[config.mk]
export PLATFORM = sky130hd
export DESIGN_NAME = bcd_clock_with_keypad_set_top
export DESIGN_NICKNAME = d
export VERILOG_FILES = /design/src/hw/rtl/bcdclk_pkg.sv /design/src/hw/rtl/bcd_clock_with_keypad_set_top.sv
export SDC_FILE = /design/constraint.sdc
export NUM_CORES = 1
export LEC_CHECK = 0
export BUFFER_PORTS_ARGS = -buffer_cell sky130_fd_sc_hd__buf_4
export CELL_PAD_IN_SITES_DETAIL_PLACEMENT = 1
export CELL_PAD_IN_SITES_GLOBAL_PLACEMENT = 1
export CORE_MARGIN = 3
export CORE_UTILIZATION = 39
export CTS_CLUSTER_SIZE = 20
export DETAILED_ROUTE_END_ITERATION = 10
export HOLD_SLACK_MARGIN = 0.05
export PLACE_DENSITY = 0.75
export SLEW_MARGIN = 20
export SYNTH_ARGS = -nofsm -noshare
export SYNTH_HDL_FRONTEND = slang
export SYNTH_SLANG_ARGS = --single-unit
export TNS_END_PERCENT = 5
[constraint.sdc]
create_clock -name clk_i -period 6.73 [get_ports clk_i]
set_input_delay 1.0095 -clock clk_i [delete_from_list [all_inputs] [get_ports clk_i]]
set_output_delay 1.0095 -clock clk_i [all_outputs]
set_load 0.005 [all_outputs]
[src/hw/rtl/bcdclk_pkg.sv]
// Types and constants for the BCD clock with keypad set mode.
// No dependencies; used by the top level and its checker.
`timescale 1ns / 1ps

package bcdclk_pkg;

  localparam int unsigned NumDigits = 6;

  typedef logic [3:0] digit_t;
  typedef logic [2:0] pos_t;

  typedef enum logic [2:0] {
    CMD_TICK    = 3'd0,
    CMD_TOGGLE  = 3'd1,
    CMD_NEXT    = 3'd2,
    CMD_ENTER   = 3'd3,
    CMD_CONFIRM = 3'd4,
    CMD_CANCEL  = 3'd5
  } cmd_e;

  // digit limits
  localparam digit_t DecLimit       = 4'd10; // units wrap
  localparam digit_t SexLimit       = 4'd6;  // minute / second tens wrap
  localparam digit_t HourTensLimit  = 4'd3;  // confirm clamp on hour tens
  localparam digit_t HourTensTop    = 4'd2;  // tens at which hours wrap
  localparam digit_t HourUnitsLimit = 4'd4;  // units limit under tens of two
  localparam digit_t DigitMax       = 4'd9;

  localparam pos_t LastPos = 3'd5;

  localparam int unsigned InDataW  = 8;
  localparam int unsigned OutDataW = 32;

endpackage

[src/hw/rtl/bcd_clock_with_keypad_set_top.sv]
// BCD 24-hour clock with keypad set mode: top level.
// Depends on bcdclk_pkg.
//
//  channel  | dir | tdata fields (lsb up)                                 | width
//  ---------+-----+-------------------------------------------------------+------
//  s_axis   | in  | command[2:0], digit_value[6:3], zero pad [7]          | 8
//  m_axis   | out | hour_tens, hour_units, minute_tens, minute_units,     | 32
//           |     | second_tens, second_units, running, selected_position,|
//           |     | edit_value                                            |
//
// One word in, one word out; a word is taken every cycle while m_axis does not stall.
// The clock state updates at the edge that accepts the word, and the result
// lands in the output register at the same edge.
// The single output register sets the rate: s_axis_tready_o is high while it
// is empty or being drained, so a stalled m_axis holds the input back.
// Reset (rst_ni low, asynchronous) gives 00:00:00, run mode, digit 0.
`timescale 1ns / 1ps

module bcd_clock_with_keypad_set_top (
  input  logic                              clk_i,
  input  logic                              rst_ni,
  input  logic                              s_axis_tvalid_i,
  output logic                              s_axis_tready_o,
  // command[2:0], digit_value[6:3], pad[7]
  input  logic [bcdclk_pkg::InDataW-1:0]    s_axis_tdata_i,
  output logic                              m_axis_tvalid_o,
  input  logic                              m_axis_tready_i,
  // hour_tens[3:0], hour_units[7:4], minute_tens[11:8], minute_units[15:12],
  // second_tens[19:16], second_units[23:20], running[24],
  // selected_position[27:25], edit_value[31:28]
  output logic [bcdclk_pkg::OutDataW-1:0]   m_axis_tdata_o
);
  import bcdclk_pkg::*;

  // state
  digit_t time_q [NumDigits];
  digit_t time_d [NumDigits];
  digit_t edit_q [NumDigits];
  digit_t edit_d [NumDigits];
  logic   run_q, run_d;
  pos_t   pos_q, pos_d;

  // output register
  logic                m_valid_q, m_valid_d;
  logic [OutDataW-1:0] m_data_q, m_data_d;

  logic   accept;
  logic   [2:0] cmd;
  digit_t dval;
  pos_t   pidx_q, pidx_d;

  digit_t tick   [NumDigits];
  digit_t conf   [NumDigits];
  digit_t inc    [NumDigits];
  logic   carry5, carry4, carry3, carry2;

  assign s_axis_tready_o = !m_valid_q || m_axis_tready_i;
  assign accept          = s_axis_tvalid_i && s_axis_tready_o;
  assign cmd             = s_axis_tdata_i[2:0];
  assign dval            = s_axis_tdata_i[6:3];

  // position out of range reads as digit 0
  assign pidx_q = (pos_q <= LastPos) ? pos_q : '0;
  assign pidx_d = (pos_d <= LastPos) ? pos_d : '0;

  // one-second advance with BCD carries, hours wrap 23 -> 00
  always_comb begin
    for (int i = 0; i < NumDigits; i++) begin
      inc[i]  = time_q[i] + 4'd1;
      tick[i] = time_q[i];
    end
    carry5 = (inc[5] >= DecLimit);
    carry4 = carry5 && (inc[4] >= SexLimit);
    carry3 = carry4 && (inc[3] >= DecLimit);
    carry2 = carry3 && (inc[2] >= SexLimit);

    tick[5] = carry5 ? '0 : inc[5];
    if (carry5) tick[4] = carry4 ? '0 : inc[4];
    if (carry4) tick[3] = carry3 ? '0 : inc[3];
    if (carry3) tick[2] = carry2 ? '0 : inc[2];
    if (carry2) begin
      if (time_q[0] < HourTensTop && inc[1] >= DecLimit) begin
        tick[0] = inc[0];
        tick[1] = '0;
      end else if (time_q[0] == HourTensTop && inc[1] >= HourUnitsLimit) begin
        tick[0] = '0;
        tick[1] = '0;
      end else begin
        tick[1] = inc[1];
      end
    end
  end

  // confirm: clamp out-of-range digits to zero
  always_comb begin
    conf[0] = (edit_q[0] >= HourTensLimit) ? '0 : edit_q[0];
    conf[1] = (edit_q[0] == HourTensTop && edit_q[1] >= HourUnitsLimit) ? '0 : edit_q[1];
    conf[2] = (edit_q[2] >= SexLimit) ? '0 : edit_q[2];
    conf[3] = edit_q[3];
    conf[4] = (edit_q[4] >= SexLimit) ? '0 : edit_q[4];
    conf[5] = edit_q[5];
  end

  // event decode
  always_comb begin
    time_d = time_q;
    edit_d = edit_q;
    run_d  = run_q;
    pos_d  = pos_q;
    if (accept) begin
      case (cmd)
        CMD_TICK: begin
          if (run_q) time_d = tick;
        end
        CMD_TOGGLE: begin
          run_d  = !run_q;
          edit_d = time_q;
        end
        CMD_NEXT: begin
          if (!run_q) pos_d = (pidx_q == LastPos) ? '0 : pidx_q + 3'd1;
        end
        CMD_ENTER: begin
          if (!run_q && dval <= DigitMax) edit_d[pidx_q] = dval;
        end
        CMD_CONFIRM: begin
          if (!run_q) begin
            time_d = conf;
            run_d  = 1'b1;
          end
        end
        CMD_CANCEL: begin
          if (!run_q) run_d = 1'b1;
        end
        default: ;
      endcase
    end
  end

  // result word from the state after the event
  always_comb begin
    m_valid_d = m_valid_q && !m_axis_tready_i;
    m_data_d  = m_data_q;
    if (accept) begin
      m_valid_d = 1'b1;
      m_data_d  = {edit_d[pidx_d], pos_d, run_d,
                   time_d[5], time_d[4], time_d[3], time_d[2], time_d[1], time_d[0]};
    end
  end

  always_ff @(posedge clk_i or negedge rst_ni) begin
    if (!rst_ni) begin
      for (int i = 0; i < NumDigits; i++) begin
        time_q[i] <= '0;
        edit_q[i] <= '0;
      end
      run_q     <= 1'b1;
      pos_q     <= '0;
      m_valid_q <= 1'b0;
    end else begin
      time_q    <= time_d;
      edit_q    <= edit_d;
      run_q     <= run_d;
      pos_q     <= pos_d;
      m_valid_q <= m_valid_d;
    end
  end

  always_ff @(posedge clk_i) begin
    m_data_q <= m_data_d;
  end

  assign m_axis_tvalid_o = m_valid_q;
  assign m_axis_tdata_o  = m_data_q;

endmodule

* After elaboration in Yosys (flattened, before gate mapping)
Index checks and enable logic that the tools add are counted.
Widths: inputs -> output; s select.
** Storage, ports and cells
- Flip-flop bits (word level) :: 85
- Bits of input ports :: 12
- Output and inout port bits :: 34
- Logic and storage cells :: 103
** Cells by class
- $add $sub $neg :: 7
- Magnitude comparators :: 17
- Equality and inequality tests :: 8
- Multiplexer cells :: 37
- Bitwise operators :: 2
- Reductions and logical operators :: 16
** Operators by type and width (number)
- $mux 24 :: 5
- $pmux 24 s2 :: 2
- $mux 4 :: 16
- $add 4x1->4 const B :: 6
- $bwmux 24 :: 1
- $ge 4x3->1 const B :: 6
- $ge 4x4->1 const B :: 5
- $mux 3 :: 6
- $mux 8 :: 2
- $bmux 4 s3 :: 1
- $demux 4 s3 :: 1
- $logic_and 1x1->1 :: 10
- $eq 3x3->1 const B :: 3
- $eq 4x2->1 const B :: 2
- $not 3->4 :: 2
- $eq 3x2->1 const B :: 2
- $le 3x3->1 const B :: 2
- $ge 4x2->1 const B :: 1
- $le 4x4->1 const B :: 1
- $lt 4x1->1 const B :: 1
- $lt 4x2->1 const B :: 1
- $add 3x1->3 const B :: 1
- $eq 3x1->1 const B :: 1
- $logic_not 1->1 :: 3
- 5 further kinds :: 6

* Logic depth before layout (Yosys ltp)
- Depth after elaboration :: 14
- Depth in mapped cells :: 9

* Worst setup path after synthesis
Ideal clock, no wire load.
- Kind :: input -> register
- Start :: input port m_axis_tready_i
- End :: register m_data_q[10], in the netlist m_axis_tdata_o[10] (data pin)
- Setup time :: 0.272 ns
- Arrival :: 2.742 ns
- Slack :: 3.715 ns
- Cell stages on the path :: 8
- Buffers on the path :: 1
- Path through :: nor2b_1 buf_2 inv_2 nand2_1 inv_1 nand2_1 a21oi_1 o211ai_1
** RTL lines
- start: declaration :: line bcd_clock_with_keypad_set_top.sv:27 : input logic m_axis_tready_i,
- end signal: assignment :: line bcd_clock_with_keypad_set_top.sv:169 : m_data_q <= m_data_d;
- end: declaration :: line bcd_clock_with_keypad_set_top.sv:45 : logic [OutDataW-1:0] m_data_q, m_data_d;

* Final worst setup path
- Start :: input port m_axis_tready_i
- End :: output port s_axis_tready_o
** Between the ends
- Longest elaborated chain between the ends :: 1
** Ends and longest elaborated chain
- $logic_or 1x1->1 :: line bcd_clock_with_keypad_set_top.sv:57 : assign s_axis_tready_o = !m_valid_q || m_axis_tready_i;
- end: declaration :: line bcd_clock_with_keypad_set_top.sv:23 : output logic s_axis_tready_o,
No other way between the ends.

==> impl_metrics.yaml <==
outcome:
  status: "finished, final reports clean"
floorplan:
  initial_utilization: 0.410
  die_area_um2: 13700
  core_um2: 11700
  num_rows: 39
  die_h_um: 117
  die_width_um: 117
  io_pins: 46
timing:
  slew_headroom: 0.450
  rsz0062_at_grt: "no"
  clock_skew_ns: 0.00572
  fin_crit_ns: 3.08
  worst_slew_pin_slew_ns: 0.823
  timing.final.ws_setup_ns: 3.65
  clock.fmax_ghz: 0.324
  slew_viol_final: 0
  finalHoldViolCount: 0
  setup_viol_count_final: 0
  post-route-period-util: 0.458
  fin_setup_tns_ns: 0
yosys:
  netlist_top_cells_area: "dfrtp_1 (27%), edfxtp_1 (20%), nand2_1 (3.4%), o21ai_0 (3.2%), ha_1 (3.1%)"
  ys.flop_type: "dfrtp_1"
  synth_top_area_share: 0.271
  syn-num-nets: 493
  synth.avg_cell_area_um2: 10.2
  synth_area_um2: 4800
  synthArstFlopShare: 0.624
  ys_seq_elements: 85
  ys_seq_area_frac: 0.477
  syn_inst: 469
  ys_warn_count: 0
  synth_edf_count: 32
  yosysTopAreaCell: "dfrtp_1"
  ys_types: 69
worst_hold_path:
  min-delay-start: "edit_q[22]"
  min_path_type: "flop to flop"
  hold_depth: 2
job:
  drv_cap: 0
setup_path:
  end_kind: "primary output"
  startpoint: "m_axis_tready_i"
  reg2regPathDepth: 7
  required_ns: 5.72
  r2r-start: "time_q[4]"
  crit_path_start_kind: "input port"
  cp.arrival_ns: 2.07
  path_max_fanout: 11
  crit_type: "input port to primary output"
layout:
  fillers: 1325
  n_antenna_cell: 0
  syn_to_final_growth_pct: 15.7
  drive_above_1_share: 0.178
  regArea_um2: 2290
  multi_input_area_um2: 2340
  fin_nets: 531
place:
  port_buffers: 44
  gp_congestion: 0.868
  place_ws_ns: 3.04
  post-dp-hpwl_um: 10500
routing:
  drt-total-wl_um: 14500
  vias: 4078
  drt_iter0_drc: 251
  dr.pass1.iters: 4
  antenna_left: 0
  viasPerCell: 6.23
  drc: 0
  wl_per_cell_um: 22.2
clock_network:
  clk_latency_ns: 0.35
  clkSinkCount: 85
  root_buffer: "clkbuf_16"
  cts_max_path_buffers: 2
  cts_hold_buf: 0
  clk_pin_slew_ns: 0.06
  cts-buffers-inserted: 9
  cts_resized: 0
  htree_levels: 3
  cts_setup_buffers: 0
  cts_tree: "done"
global_routing:
  grt_max_degree: 54
  grt_use_total: 0.226
  grt-ovfl-total: 0
  grt_pass1_vias: 4264
  antenna_found_initial: 0
  grt_pass1_wl_um: 23700
power:
  p_per_area_nw_per_um2: 299
  leakagePower_nw: 2.25
  report.power.total_mw: 1.66
  peakVddDrop_uv: 159
[flip-flops by register name, summed over array words and instances (netlist names)]
register / cells
time_q: 24
run_q: 1
m_axis_tvalid_o: 1
pos_q: 3
edit_q: 16
conf: 8
m_axis_tdata_o: 32
[cell usage after synthesis (all sizes together), types with 5 or more instances]
cell,instances
o211ai,12
nand2,46
nor4b,7
xor2,9
a31oi,11
mux2i,8
or3,6
a22oi,5
nor3,9
nand2b,11
o22ai,9
and2,13
buf,13
nor4,9
clkbuf,7
a211oi,7
dfrtp,52
ha,12
xnor2,5
edfxtp,32
a21oi,12
o221ai,7
and3,5
inv,21
nand3,16
a221o,14
a22o,5
a31o,5
nor2,25
o21ai,32
[logic make-up (layout without fill, tap and decap cells)]
kind of cell | Yosys count | count (layout) | synth area share
muxes | 8 | 8 | 0.0167
DFF | 85 | 85 | 0.477
and+or+nand+nor | 171 | 171 | 0.206
buffers and inverters | 41 | 84 | 0.0357
adders and majority gates | 12 | 12 | 0.0313
AOI/OAI and AO/OA | 138 | 138 | 0.208
xor gates and xnor gates | 14 | 14 | 0.0255
[critical path: stages]
cell	delay [ns]
buf_4	0.11
nor2b_2	0.57
inv_2	0.18
buf_4	0.19
[layer usage]
metal	track usage	wire length, um	up-vias
li1	-	-	1861
met1	0.307	6590	2086
met4	0.0642	244	0
met5	0	0	-
met2	0.369	7070	110
met3	0.0447	634	21
[cells in the final DEF (no fill, tap or decap), types with 9 or more instances in the layout]
master     count
a221o_1       14
xor2_1         9
clkbuf_16      9
o22ai_1        9
buf_4         47
dfrtp_1       52
ha_1          12
nand2_1       44
o211ai_1      12
and2_1        13
nor2_1        25
nand3_1       16
inv_1         20
a21oi_1       12
edfxtp_1      32
o21ai_0       31
nand2b_1      11
a31oi_1       11
[stage by stage]
stage | cell area [um^2] | util | std cells | hold slack [ns]
2_1_floorplan | 4800 | - | 469 | 0.466
3_3_place_gp | 5240 | 0.447 | 639 | 0.491
3_5_place_dp | 5240 | 0.447 | 639 | 0.499
4_1_cts | 5550 | 0.474 | 655 | 0.516
5_1_grt | 5550 | 0.474 | 655 | 0.539
6_report | 5550 | 0.474 | 655 | 0.515
[final cells by class]
cell class | count | share of cell area
inverters | 21 | 0.0142
well taps | 143 | 0.0322
repair buffers | 47 | 0.0636
clock inverters | 4 | 0.0133
flip-flops and latches | 85 | 0.412
multi-input cells | 343 | 0.422
clock buffers | 12 | 0.0426
[final timing paths]
check                                     to  slack [ns]
setup / recovery             s_axis_tready_o        3.65
hold / removal                    edit_q[22]        0.52
setup reg to reg           m_axis_tdata_o[1]        3.76
hold reg to reg                   edit_q[22]        0.52
max in group asynchronous           pos_q[2]        5.52
min in group asynchronous         time_q[17]        0.71
[where the power goes]
part | leakage [nW] | switching (mW) | total (mW) | internal [mW]
clock | 0.151 | 0.202 | 0.527 | 0.326
combinational | 1.11 | 0.240 | 0.407 | 0.168
sequential | 0.991 | 0.0951 | 0.726 | 0.631
total | 2.25 | 0.536 | 1.66 | 1.12
(Power assumes the default switching activity.)
